## src/rtl/core/iale_pkg.sv

```systemverilog
// shared types and constants for the indexed array list engine
// used by iale_ctrl, iale_dpath and indexed_array_list_engine; no dependencies
package iale_pkg;

    localparam int unsigned DEPTH_DEF = 64;
    localparam int unsigned CNT_W     = 7;
    localparam int unsigned POS_W     = 6;
    localparam int unsigned WORD_W    = 32;
    localparam int unsigned KIND_W    = 3;
    localparam int unsigned ST_W      = 2;

    typedef enum logic [KIND_W-1:0] {
        REQ_APPEND = 3'd0,
        REQ_INSERT = 3'd1,
        REQ_EDIT   = 3'd2,
        REQ_DELETE = 3'd3,
        REQ_READ   = 3'd4
    } t_kind;

    typedef enum logic [ST_W-1:0] {
        ST_DONE   = 2'd0,
        ST_FULL   = 2'd1,
        ST_BADPOS = 2'd2
    } t_status;

    typedef enum logic [1:0] {
        WR_AT_COUNT = 2'd0,
        WR_AT_POS   = 2'd1,
        WR_AT_IDX   = 2'd2
    } t_wr_sel;

    typedef enum logic {
        RD_AT_POS = 1'b0,
        RD_AT_NBR = 1'b1
    } t_rd_sel;

    typedef struct packed {
        logic    capture;
        logic    wr_en;
        t_wr_sel wr_sel;
        logic    rd_en;
        t_rd_sel rd_sel;
        logic    idx_load;
        logic    idx_step;
        logic    count_inc;
        logic    count_dec;
        logic    finish;
        t_status status;
        logic    out_rdata;
    } t_cmd;

    typedef struct packed {
        logic [KIND_W-1:0] kind;
        logic              full;
        logic              pos_ok;
        logic              shift_done;
    } t_stat;

endpackage

```

## src/rtl/core/indexed_array_list_engine.sv

```systemverilog
// A transaction is taken at a clock edge with start high and busy low, and
// gives exactly one result, shown for one cycle with o_valid; the receiver
// cannot stall it. Entries sit in a single-port-write, registered-read memory
// of DEPTH words, so insert and delete move each entry with a read state and
// a write state. Append, edit, refusals and unknown kinds finish in the decode
// state, read passes through a read-out state, and insert and delete step one
// entry at a time between the position and the fill count held before the
// transaction. busy drops as o_valid rises.
// The entries have no reset; the fill count and capacity (64) do.
// depends on iale_pkg, iale_ctrl and iale_dpath
module indexed_array_list_engine
    import iale_pkg::*;
#(
    parameter int unsigned DEPTH = DEPTH_DEF
) (
    input  logic                     i_clk,
    input  logic                     i_rst_n,
    input  logic                     i_cap_we,
    input  logic [CNT_W-1:0]         i_cap_wdata,
    input  logic                     start,
    output logic                     busy,
    input  logic [KIND_W-1:0]        i_req_type,
    input  logic [POS_W-1:0]         i_position,
    input  logic signed [WORD_W-1:0] i_word_in,
    output logic                     o_valid,
    output logic [ST_W-1:0]          o_status,
    output logic signed [WORD_W-1:0] o_word_out,
    output logic [CNT_W-1:0]         o_fill_count,
    output logic                     o_is_empty,
    output logic                     o_is_full
);

    t_cmd  cmd;
    t_stat stat;

    iale_ctrl u_ctrl (
        .i_clk   (i_clk),
        .i_rst_n (i_rst_n),
        .start   (start),
        .busy    (busy),
        .i_stat  (stat),
        .o_cmd   (cmd)
    );

    iale_dpath #(
        .DEPTH (DEPTH)
    ) u_dpath (
        .i_clk        (i_clk),
        .i_rst_n      (i_rst_n),
        .i_cap_we     (i_cap_we),
        .i_cap_wdata  (i_cap_wdata),
        .i_req_type   (i_req_type),
        .i_position   (i_position),
        .i_word_in    (i_word_in),
        .i_cmd        (cmd),
        .o_stat       (stat),
        .o_valid      (o_valid),
        .o_status     (o_status),
        .o_word_out   (o_word_out),
        .o_fill_count (o_fill_count),
        .o_is_empty   (o_is_empty),
        .o_is_full    (o_is_full)
    );

endmodule

```

## src/rtl/core/iale_ctrl.sv

```systemverilog
// request sequencer: decodes each transaction and steps the entry shifts
// depends on iale_pkg; drives iale_dpath through t_cmd
module iale_ctrl
    import iale_pkg::*;
(
    input  logic  i_clk,
    input  logic  i_rst_n,
    input  logic  start,
    output logic  busy,
    input  t_stat i_stat,
    output t_cmd  o_cmd
);

    typedef enum logic [4:0] {
        S_IDLE     = 5'b00001,
        S_DECIDE   = 5'b00010,
        S_RD       = 5'b00100,
        S_WR       = 5'b01000,
        S_READ_OUT = 5'b10000
    } t_state;

    t_state r_state;
    t_state n_state;

    assign busy = (r_state != S_IDLE);

    always_comb begin
        n_state = r_state;
        o_cmd   = '0;
        unique case (r_state)
            S_IDLE: begin
                if (start) begin
                    o_cmd.capture = 1'b1;
                    n_state       = S_DECIDE;
                end
            end
            S_DECIDE: begin
                n_state = S_IDLE;
                priority if (i_stat.kind == REQ_APPEND) begin
                    o_cmd.finish = 1'b1;
                    if (i_stat.full) begin
                        o_cmd.status = ST_FULL;
                    end else begin
                        o_cmd.wr_en     = 1'b1;
                        o_cmd.wr_sel    = WR_AT_COUNT;
                        o_cmd.count_inc = 1'b1;
                    end
                end else if (i_stat.kind == REQ_INSERT) begin
                    if (i_stat.full) begin
                        o_cmd.finish = 1'b1;
                        o_cmd.status = ST_FULL;
                    end else if (!i_stat.pos_ok) begin
                        o_cmd.finish = 1'b1;
                        o_cmd.status = ST_BADPOS;
                    end else begin
                        o_cmd.idx_load = 1'b1;
                        n_state        = S_RD;
                    end
                end else if (i_stat.kind == REQ_EDIT) begin
                    o_cmd.finish = 1'b1;
                    if (!i_stat.pos_ok) begin
                        o_cmd.status = ST_BADPOS;
                    end else begin
                        o_cmd.wr_en  = 1'b1;
                        o_cmd.wr_sel = WR_AT_POS;
                    end
                end else if (i_stat.kind == REQ_DELETE) begin
                    if (!i_stat.pos_ok) begin
                        o_cmd.finish = 1'b1;
                        o_cmd.status = ST_BADPOS;
                    end else begin
                        o_cmd.idx_load = 1'b1;
                        n_state        = S_RD;
                    end
                end else if (i_stat.kind == REQ_READ) begin
                    if (!i_stat.pos_ok) begin
                        o_cmd.finish = 1'b1;
                        o_cmd.status = ST_BADPOS;
                    end else begin
                        o_cmd.rd_en  = 1'b1;
                        o_cmd.rd_sel = RD_AT_POS;
                        n_state      = S_READ_OUT;
                    end
                end else begin
                    o_cmd.finish = 1'b1;
                end
            end
            S_RD: begin
                if (i_stat.shift_done) begin
                    o_cmd.finish = 1'b1;
                    n_state      = S_IDLE;
                    if (i_stat.kind == REQ_INSERT) begin
                        o_cmd.wr_en     = 1'b1;
                        o_cmd.wr_sel    = WR_AT_POS;
                        o_cmd.count_inc = 1'b1;
                    end else begin
                        o_cmd.count_dec = 1'b1;
                    end
                end else begin
                    o_cmd.rd_en  = 1'b1;
                    o_cmd.rd_sel = RD_AT_NBR;
                    n_state      = S_WR;
                end
            end
            S_WR: begin
                o_cmd.wr_en    = 1'b1;
                o_cmd.wr_sel   = WR_AT_IDX;
                o_cmd.idx_step = 1'b1;
                n_state        = S_RD;
            end
            S_READ_OUT: begin
                o_cmd.finish    = 1'b1;
                o_cmd.out_rdata = 1'b1;
                n_state         = S_IDLE;
            end
            default: begin
                n_state = S_IDLE;
            end
        endcase
    end

    always_ff @(posedge i_clk) begin
        if (!i_rst_n) begin
            r_state <= S_IDLE;
        end else begin
            r_state <= n_state;
        end
    end

    a_accept_decides: assert property (@(posedge i_clk) disable iff (!i_rst_n)
        (start && !busy) |=> (r_state == S_DECIDE))
        else $error("accepted transaction not decoded");

endmodule

```

## src/rtl/core/iale_dpath.sv

```systemverilog
// entry memory, fill count, capacity register, shift index and result registers
// depends on iale_pkg; controlled by iale_ctrl through t_cmd
module iale_dpath
    import iale_pkg::*;
#(
    parameter int unsigned DEPTH = DEPTH_DEF
) (
    input  logic                     i_clk,
    input  logic                     i_rst_n,
    input  logic                     i_cap_we,
    input  logic [CNT_W-1:0]         i_cap_wdata,
    input  logic [KIND_W-1:0]        i_req_type,
    input  logic [POS_W-1:0]         i_position,
    input  logic signed [WORD_W-1:0] i_word_in,
    input  t_cmd                     i_cmd,
    output t_stat                    o_stat,
    output logic                     o_valid,
    output logic [ST_W-1:0]          o_status,
    output logic signed [WORD_W-1:0] o_word_out,
    output logic [CNT_W-1:0]         o_fill_count,
    output logic                     o_is_empty,
    output logic                     o_is_full
);

    localparam int unsigned AW        = (DEPTH > 1) ? $clog2(DEPTH) : 1;
    localparam int unsigned CNT_MAX   = (1 << CNT_W) - 1;
    localparam int unsigned DEPTH_LIM = (DEPTH > CNT_MAX) ? CNT_MAX : DEPTH;
    localparam logic [CNT_W-1:0] LIM  = CNT_W'(DEPTH_LIM);

    function automatic logic [AW-1:0] to_addr(input logic [CNT_W-1:0] v);
        logic [AW+CNT_W-1:0] ext;
        ext = {{AW{1'b0}}, v};
        return ext[AW-1:0];
    endfunction

    logic [WORD_W-1:0] mem [DEPTH];

    logic [KIND_W-1:0]        r_kind;
    logic [POS_W-1:0]         r_pos;
    logic [WORD_W-1:0]        r_word;
    logic [CNT_W-1:0]         r_count;
    logic [CNT_W-1:0]         n_count;
    logic [CNT_W-1:0]         r_cap;
    logic [CNT_W-1:0]         r_idx;
    logic [WORD_W-1:0]        r_rdata;
    logic                     r_valid;
    logic [ST_W-1:0]          r_status;
    logic [WORD_W-1:0]        r_word_out;
    logic [CNT_W-1:0]         r_fill;
    logic                     r_empty;
    logic                     r_full;

    logic [CNT_W-1:0] eff_cap;
    logic [CNT_W-1:0] pos_ext;
    logic [CNT_W-1:0] nbr;
    logic             is_ins;
    logic [AW-1:0]    wr_addr;
    logic [AW-1:0]    rd_addr;
    logic [WORD_W-1:0] wr_data;

    assign eff_cap = (r_cap > LIM) ? LIM : r_cap;
    assign pos_ext = {1'b0, r_pos};
    assign is_ins  = (r_kind == REQ_INSERT);
    assign nbr     = is_ins ? (r_idx - 1'b1) : (r_idx + 1'b1);

    assign o_stat.kind       = r_kind;
    assign o_stat.full       = (r_count >= eff_cap) || (r_count >= LIM);
    assign o_stat.pos_ok     = (pos_ext < r_count);
    assign o_stat.shift_done = is_ins ? (r_idx == pos_ext)
                                      : (({1'b0, r_idx} + 1'b1) >= {1'b0, r_count});

    always_comb begin
        unique case (i_cmd.wr_sel)
            WR_AT_COUNT: wr_addr = to_addr(r_count);
            WR_AT_POS:   wr_addr = to_addr(pos_ext);
            WR_AT_IDX:   wr_addr = to_addr(r_idx);
            default:     wr_addr = to_addr(r_idx);
        endcase
    end

    assign wr_data = (i_cmd.wr_sel == WR_AT_IDX) ? r_rdata : r_word;
    assign rd_addr = (i_cmd.rd_sel == RD_AT_NBR) ? to_addr(nbr) : to_addr(pos_ext);

    always_ff @(posedge i_clk) begin
        if (i_cmd.wr_en) begin
            mem[wr_addr] <= wr_data;
        end
        if (i_cmd.rd_en) begin
            r_rdata <= mem[rd_addr];
        end
    end

    always_comb begin
        n_count = r_count;
        if (i_cmd.count_inc) begin
            n_count = r_count + 1'b1;
        end else if (i_cmd.count_dec) begin
            n_count = r_count - 1'b1;
        end
    end

    always_ff @(posedge i_clk) begin
        if (i_cmd.capture) begin
            r_kind <= i_req_type;
            r_pos  <= i_position;
            r_word <= i_word_in;
        end
        if (i_cmd.idx_load) begin
            r_idx <= is_ins ? r_count : pos_ext;
        end else if (i_cmd.idx_step) begin
            r_idx <= nbr;
        end
        if (i_cmd.finish) begin
            r_status   <= i_cmd.status;
            r_word_out <= i_cmd.out_rdata ? r_rdata : '0;
            r_fill     <= n_count;
            r_empty    <= (n_count == '0);
            r_full     <= (n_count >= eff_cap);
        end
    end

    always_ff @(posedge i_clk) begin
        if (!i_rst_n) begin
            r_count <= '0;
            r_cap   <= CNT_W'(DEPTH_DEF);
            r_valid <= 1'b0;
        end else begin
            r_count <= n_count;
            r_valid <= i_cmd.finish;
            if (i_cap_we) begin
                r_cap <= i_cap_wdata;
            end
        end
    end

    assign o_valid      = r_valid;
    assign o_status     = r_status;
    assign o_word_out   = r_word_out;
    assign o_fill_count = r_fill;
    assign o_is_empty   = r_empty;
    assign o_is_full    = r_full;

    a_count_bound: assert property (@(posedge i_clk) disable iff (!i_rst_n)
        r_count <= LIM)
        else $error("fill count beyond built depth");

    a_grow_not_full: assert property (@(posedge i_clk) disable iff (!i_rst_n)
        i_cmd.count_inc |-> !o_stat.full)
        else $error("list grew while full");

    a_shrink_not_empty: assert property (@(posedge i_clk) disable iff (!i_rst_n)
        i_cmd.count_dec |-> (r_count != '0))
        else $error("list shrank while empty");

    a_badpos_zero: assert property (@(posedge i_clk) disable iff (!i_rst_n)
        (r_valid && (r_status != ST_DONE)) |-> (r_word_out == '0))
        else $error("refused transaction returned data");

endmodule
```

## config.mk

```make
export PLATFORM = sky130hd
export DESIGN_NAME = indexed_array_list_engine
export DESIGN_NICKNAME = d
export VERILOG_FILES = /design/src/rtl/core/iale_pkg.sv /design/src/rtl/core/indexed_array_list_engine.sv /design/src/rtl/core/iale_ctrl.sv /design/src/rtl/core/iale_dpath.sv
export SDC_FILE = /design/constraint.sdc
export NUM_CORES = 2
export LEC_CHECK = 0
export ABC_CLOCK_PERIOD_IN_PS = 9600
export BUFFER_PORTS_ARGS = -buffer_cell sky130_fd_sc_hd__buf_2
export CORE_AREA = 2 2 450 452
export CTS_BUF_LIST = sky130_fd_sc_hd__clkbuf_4
export CTS_CLUSTER_DIAMETER = 80
export DETAILED_ROUTE_END_ITERATION = 10
export DIE_AREA = 0 0 452 454
export PLACE_DENSITY = 0.65
export SKIP_LAST_GASP = 1
export SLEW_MARGIN = 20
export SYNTH_ARGS = -nofsm -noshare
export SYNTH_HDL_FRONTEND = slang
export SYNTH_SLANG_ARGS = --single-unit
export TNS_END_PERCENT = 50
```

## constraint.sdc

```tcl
create_clock -name i_clk -period 9.6 [get_ports i_clk]
set_input_delay 1.44 -clock i_clk [delete_from_list [all_inputs] [get_ports i_clk]]
set_output_delay 1.44 -clock i_clk [all_outputs]
set_load 0.05 [all_outputs]
```

; Yosys cells after proc, flatten, opt, wreduce, memory -nomap -nowiden
; Memories as Yosys holds them, arrays and structs flattened. A register that Yosys moved wholly into a read port is not among the register bits.
; Index checks and enable logic that the tools add are counted.
[totals]
out_inout_bits = 45
wordCells = 110
mem_count = 1
in_bits = 52
ramBits = 2048
ff_bits = 111
[mem_list]
columns = name, depth, word_bits, read_ports, rd_clocked_by_memory_dff, write_ports, line_no
row1 = u_dpath.mem, 64, 32, 1, 1, 1, iale_dpath.sv:36  ; logic [WORD_W-1:0] mem [DEPTH];
[classes]
add_sub_neg = 5
reduce_logical = 5
mux = 66
n_eq_ne = 14
n_lt_le_gt_ge = 6
[ops]
columns = cell, count
row1 = 2-to-1 mux 7 bit, 7
row2 = 2-to-1 mux 3 bit, 16
row3 = 2-to-1 mux 5 bit, 9
row4 = 2-to-1 mux 32 bit, 1
row5 = case mux 5 bit (4 select lines), 1
row6 = 2-to-1 mux 1 bit, 19
row7 = adder 7 x 1 -> 7 bit (second input constant), 2
row8 = greater-or-equal comparator 7 bit, 2
row9 = subtractor 7 x 1 -> 7 bit (second input constant), 2
row10 = 2-to-1 mux 2 bit, 6
row11 = case mux 6 bit (2 select lines), 1
row12 = case mux 3 bit (3 select lines), 1
row13 = adder 7 x 1 -> 8 bit (second input constant), 1
row14 = greater-or-equal comparator 8 x 7 -> 1 bit, 1
row15 = == test 7 x 6 -> 1 bit, 1
row16 = greater-or-equal comparator 7 bit (second input constant), 1
row17 = greater-than comparator 7 bit (second input constant), 1
row18 = logical NOT 7 bit, 1
row19 = < comparator 6 x 7 -> 1 bit, 1
row20 = == test 3 x 2 -> 1 bit (second input constant), 2
row21 = 2-to-1 mux 6 bit, 1
row22 = == test 5 x 1 -> 1 bit (second input constant), 1
row23 = == test 5 x 2 -> 1 bit (second input constant), 1
row24 = == test 5 x 3 -> 1 bit (second input constant), 1
row25 = 16 further kinds, 16

; Longest topological paths before layout
[logic_depth]
ltp_word = 10
ltp_mapped = 22
ltp_nobuf = 21

; By module
; Synthesis repeated with hierarchy kept, for this count alone.
[hier_totals]
hier_cells = 5398
area_unflattened_um2 = 87396.3
[modules_own_cells]
columns = mod, area_each_um2, n_inst, seq_area_each_um2, cells_each
row1 = iale_dpath, 86947.1, 1, 65492.8, 5335
row2 = iale_ctrl, 449.2, 1, 100.1, 63

; Least setup slack after synthesis
; OpenSTA, ideal clock, no wires.
[synth_path]
path_kind = reg-to-reg
from = reg u_dpath.r_kind[1]
to = mem u_dpath.mem[26][0], enable pin
setup_slack_ps = 2929
required_time_ps = 9099
n_path_buf = 4
t_arrival_ps = 6170
synth_period_minus_slack_ps = 6671
setup_time_ps = 501
path_stages_with_launch = 13
path_cell_list = edfxtp_1 buf_6 or3b_1 buf_2 inv_2 clkbuf_1 nand4_1 o21ai_0 nor2_1 a221o_1 or3_1 clkbuf_1 nor4_1
[synth_between]
elab_chain_len = 7
elab_cells_between_ends = 15
cone_classes = eq/ne (3) / mux (10) / reduce/logical (2)
[synth_lines]
columns = element, line_no
row1 = start: declaration, iale_dpath.sv:38  ; logic [KIND_W-1:0] r_kind;
row2 = start signal: assignment, iale_dpath.sv:104  ; r_kind <= i_req_type;
row3 = == test 3 x 2 -> 1 bit, iale_ctrl.sv:59  ; end else if (i_stat.kind == REQ_EDIT) begin
row4 = 2-to-1 mux 3 bit, iale_ctrl.sv:59
row5 = 2-to-1 mux 5 bit, iale_ctrl.sv:48  ; end else if (i_stat.kind == REQ_INSERT) begin
row6 = 2-to-1 mux 3 bit, iale_ctrl.sv:39  ; priority if (i_stat.kind == REQ_APPEND) begin
row7 = case mux 3 bit (3 select lines) (*), iale_ctrl.sv:30  ; unique case (r_state)
row8 = "== test 2 x 1 -> 1 bit, or another cell as far along", iale_dpath.sv:73  ; unique case (i_cmd.wr_sel)
row9 = case mux 6 bit (2 select lines) or 2-to-1 mux 1 bit (tied branches), "iale_dpath.sv:73, iale_dpath.sv:86"
row10 = end: declaration, iale_dpath.sv:36
; Mark *: on every way between the ends. The rest lies on a longest branch, timed or not.

; Worst setup path in the final report
[layout_path]
from = reg u_dpath.r_idx[0]
to = reg u_dpath.r_rdata[9] (read register of u_dpath.mem) (data pin)
[layout_between]
elab_chain_len = 6
elab_cells_between_ends = 10
cone_classes = add/sub (3) / order compare (1) / eq/ne (1) / mux (5)
[layout_lines]
columns = element, line_no
row1 = start: declaration, iale_dpath.sv:44  ; logic [CNT_W-1:0] r_idx;
row2 = start signal: assignment, iale_dpath.sv:109  ; r_idx <= is_ins ? r_count : pos_ext;
row3 = start signal: assignment, iale_dpath.sv:111  ; r_idx <= nbr;
row4 = adder 7 x 1 -> 8 bit, iale_dpath.sv:70  ; : (({1'b0, r_idx} + 1'b1) >= {1'b0, r_count});
row5 = greater-or-equal comparator 8 x 7 -> 1 bit, iale_dpath.sv:70
row6 = 2-to-1 mux 1 bit, iale_dpath.sv:69  ; assign o_stat.shift_done = is_ins ? (r_idx == pos_ext)
row7 = 2-to-1 mux 2 bit, iale_ctrl.sv:89  ; if (i_stat.shift_done) begin
row8 = case mux 2 bit (2 select lines), iale_ctrl.sv:30
row9 = 2-to-1 mux 6 bit, iale_dpath.sv:82  ; assign rd_addr = (i_cmd.rd_sel == RD_AT_NBR) ? to_addr(nbr) : to_addr(pos_ext);
row10 = end: declaration, iale_dpath.sv:45  ; logic [WORD_W-1:0] r_rdata;
; Several ways; a longest one is shown, not always the timed one.
; A chain may end at the register's enable or synchronous reset.

==> metrics.md <==
| Metric | Value |
|---|---|
| Flop pwr share | `53.7%` |
| Post-synthesis cell count | `6640` |
| # hold bufs at CTS | `0` |
| Clk Tree Root Cell | `clkbuf_4` |
| Antenna violations before repair | `28` |
| PostCTS Resize Cnt | `0` |
| Critical path fanouts, max | `roughly 90` |
| Static Leakage | `around 33 nW` |
| Num Clock Sinks | `2191` |
| Synth warnings | `0` |
| Post-layout nets | `roughly 6900` |
| Rows | `between 150 and 200` |
| Reg clk slew, reported paths | `0.06 ns` |
| Syn avg cell area | `~14 sq um` |
| Wire length per cell | `31.6 um` |
| Multi-input logic area | `28100 sq um` |
| Clk_skew | `approximately 0.13 ns` |
| Worst-margin pin slew | `between 1 and 1.5 ns` |
| Vias in the first global route | `66400` |
| Total vias in the final route | `~67000` |
| Die Span Y | `about 450 um` |
| Io pins | `97` |
| Startpoint types | `flop` |
| Hold Fails Final Rpt | `0` |
| Layout fillers | `between 15000 and 20000` |
| Synth async-reset ratio | `0%` |
| Initial Util | `47.5%` |
| Sum of negative setup slack | `0 ns` |
| FF-to-FF Start | `u_dpath.r_idx[0]` |
| Placeable Area | `between 200000 and 250000 sq um` |
| Final period utilization | `74.9%` |
| Max-slew violation count | `0` |
| Combinational group share of total power | `~7.2%` |
| Commonest non-fill, non-tap cell in the layout | `edfxtp_1` |
| Port-buffer cells | `96` |
| Worst min path class | `in -> reg` |
| Slew headroom | `14.2%` |
| Crit Path Class | `reg -> reg` |
| Die area | `205000 sq um` |
| RSZ-0062 raised after global routing | `no` |
| Max_cap viols | `0` |
| Clk buf depth | `4` |
| H-tree depth | `6` |
| Final Critical Period | `7.19 ns` |
| Most frequent cells in the layout | `edfxtp_1, clkbuf_4, nand2_1` |
| GR Overflow Total | `0` |
| Yosys cell types | `76` |
| Total GRT Usage | `between 20% and 30%` |
| FMAX | `139 MHz` |
| Share of the synthesized area in the top cell type | `68.3%` |
| Drt drc | `0` |
| First-pass GRT wire length | `448000 um` |
| Primary FF master, synth | `edfxtp_1` |
| Number of flops mapped to enable cells by yosys | `2171` |
| Skew-Pair Late Insertion Delay | `around 1.4 ns` |
| Largest net degree at the start of global routing | `about 210` |
| VDD IR max | `around 0.00012 V` |
| Gpl congestion | `about 0.86` |
| Clock power share | `39.1%` |
| Critical Path Sink Type | `flop` |
| Pwr Total | `about 20 mW` |
| Final ANT Viol Nets | `0` |
| Syn nets | `about 6700` |
| WP data required | `10.63 ns` |
| Sw frac | `~24%` |
| Setup crit start | `u_dpath.r_idx[0]` |
| Netlist Area Pre-Place | `95500 sq um` |
| Switching Power | `4.82 mW` |
| Register area | `65600 sq um` |
| Die width | `452 um` |
| Arrival @ worst endpoint | `8.22 ns` |
| Power density cells | `approximately 190 nW/um^2` |
| Int Pwr | `15.0 mW` |
| Total wire length | `312000 um` |
| CTS tree | `yes` |
| Post-CTS Setup Inserts | `0` |
| Synth area leaders | `edfxtp_1, a2111oi_0, a211oi_1` |
| Setup Viol. Count Final | `0` |
| Area leader, netlist | `edfxtp_1` |
| Synth Register Bits | `2191` |
| DRT Pass-1 Iters | `8` |
| Post-DP HPWL | `153000 um` |
| Drt initial violations | `9612` |
| Vias per cell | `6.79` |
| Area Overhead vs Synth | `10.8%` |
| Outcome | `finished, final reports clean` |
| Layout cells sized above 1 | `20.8%` |
| Cts bufs inserted | `575` |
| Register area share after synthesis | `between 60 and 70%` |
| Hold Startpoint | `i_word_in[21]` |
sequential cells by signal, summed over array words and instances (netlist names):
| signal | flops |
|---|---|
| u_dpath.r_cap | 7 |
| u_ctrl.r_state | 5 |
| u_dpath.o_word_out | 32 |
| u_dpath.o_is_empty | 1 |
| u_dpath.o_valid | 1 |
| u_dpath.r_word | 32 |
| u_dpath.r_kind | 3 |
| u_dpath.o_status | 2 |
| u_dpath.mem | 2048 |
| u_dpath.r_pos | 6 |
| u_dpath.o_is_full | 1 |
| u_dpath.o_fill_count | 7 |
| u_dpath.r_idx | 7 |
| u_dpath.r_count | 7 |
| u_dpath.r_rdata | 32 |
per-stage QoR:
| step | cells | instance area, sq um | setup slack, ns | util (%) | hold WS, ns |
|---|---|---|---|---|---|
| global placement | 8937 | 99100 | 2.82 | 49.3 | 0.500 |
| finish | 9867 | 106000 | 2.41 | 52.7 | 0.226 |
| global route | 9864 | 106000 | 2.12 | 52.7 | 0.149 |
| CTS | 9862 | 106000 | 2.53 | 52.6 | 0.0820 |
| detailed placement | 8937 | 99100 | 2.63 | 49.3 | 0.513 |
| floorplan | 6640 | 95500 | 2.93 | - | 0.474 |
layout make-up:
| cell class | count | area share, % |
|---|---|---|
| Timing Repair Buffer | 267 | 1.92 |
| Inverter | 24 | 0.0922 |
| Sequential cell | 2191 | 62.0 |
| Tap cell | 2672 | 3.16 |
| Clock buffer | 797 | 5.65 |
| Multi-Input combinational cell | 3784 | 26.6 |
| Antenna cell | 4 | 0.00946 |
| Clock inverter | 128 | 0.620 |
worst max-delay path, stage by stage (launching register included):
cell      delay [ns]
edfxtp_1        0.75
ha_1            0.29
nand2_1         0.10
nor2_1          0.14
xor2_1          0.16
ha_1            0.28
a21oi_1         0.33
a31o_4          0.52
nand3_4         0.89
mux2_8          1.12
buf_4           0.48
mux2_2          0.40
a221oi_1        0.64
o22ai_1         0.14
or4_1           0.54
synthesized netlist by cell type (12+ instances only):
master     instances
edfxtp_1        2171
nand2_1          645
clkbuf_1         484
a211oi_1         385
a21boi_0         384
a2111oi_0        330
nand2b_1         263
a31oi_1          262
a311oi_1         259
mux2_2           253
o22ai_1          219
mux2i_1          136
a221oi_1         132
buf_2            107
nor2_1            96
a2111o_1          55
and2_1            47
a22o_1            38
ha_1              33
or4_1             33
a21oi_1           27
buf_1             25
inv_1             21
dfxtp_1           20
nand3_1           19
clkbuf_2          17
nor3_1            16
xnor2_1           15
o21ai_0           14
nor4_1            13
nand4_1           12
final timing paths:
| check | end | slack [ns] | cells past startpoint |
|---|---|---|---|
| worst max-delay path | u_dpath.r_rdata[9] | 2.41 | 14 |
| worst min-delay path | u_dpath.r_word[21] | 0.23 | 1 |
| worst max register to register | u_dpath.r_rdata[9] | 2.41 | 14 |
| worst min register to register | u_dpath.r_cap[3] | 0.53 | 2 |
logic make-up (layout without fill, tap and decap cells):
family	count (synthesis)	count (layout)	synth area share, %
other cells	0	4	0
compound gates	2150	2150	17.5
flops	2191	2191	68.7
mux	396	396	4.49
simple gates	1180	1180	5.84
fa+ha+maj	34	34	0.453
buf+inv	665	1216	2.82
xor+xnor	24	24	0.220
layer usage:
layer	global-route usage [%]	vias to the layer above	wire length (um)
met3	8.69	885	37300
met5	0	-	168
li1	-	27800	-
met4	15.4	24	15200
met2	45.4	4636	142000
met1	38.5	33600	118000
power by group through the flow:
stage,clock network [mW],logic [mW],registers [mW]
2_1_floorplan,0,0.853,10.8
3_3_place_gp,0,1.35,10.8
3_5_place_dp,0,1.38,10.8
4_1_cts,7.83,1.38,10.6
5_1_grt,8.32,1.50,10.6
6_report,7.73,1.43,10.6
Note: power is estimated with default switching activity, not from simulation.
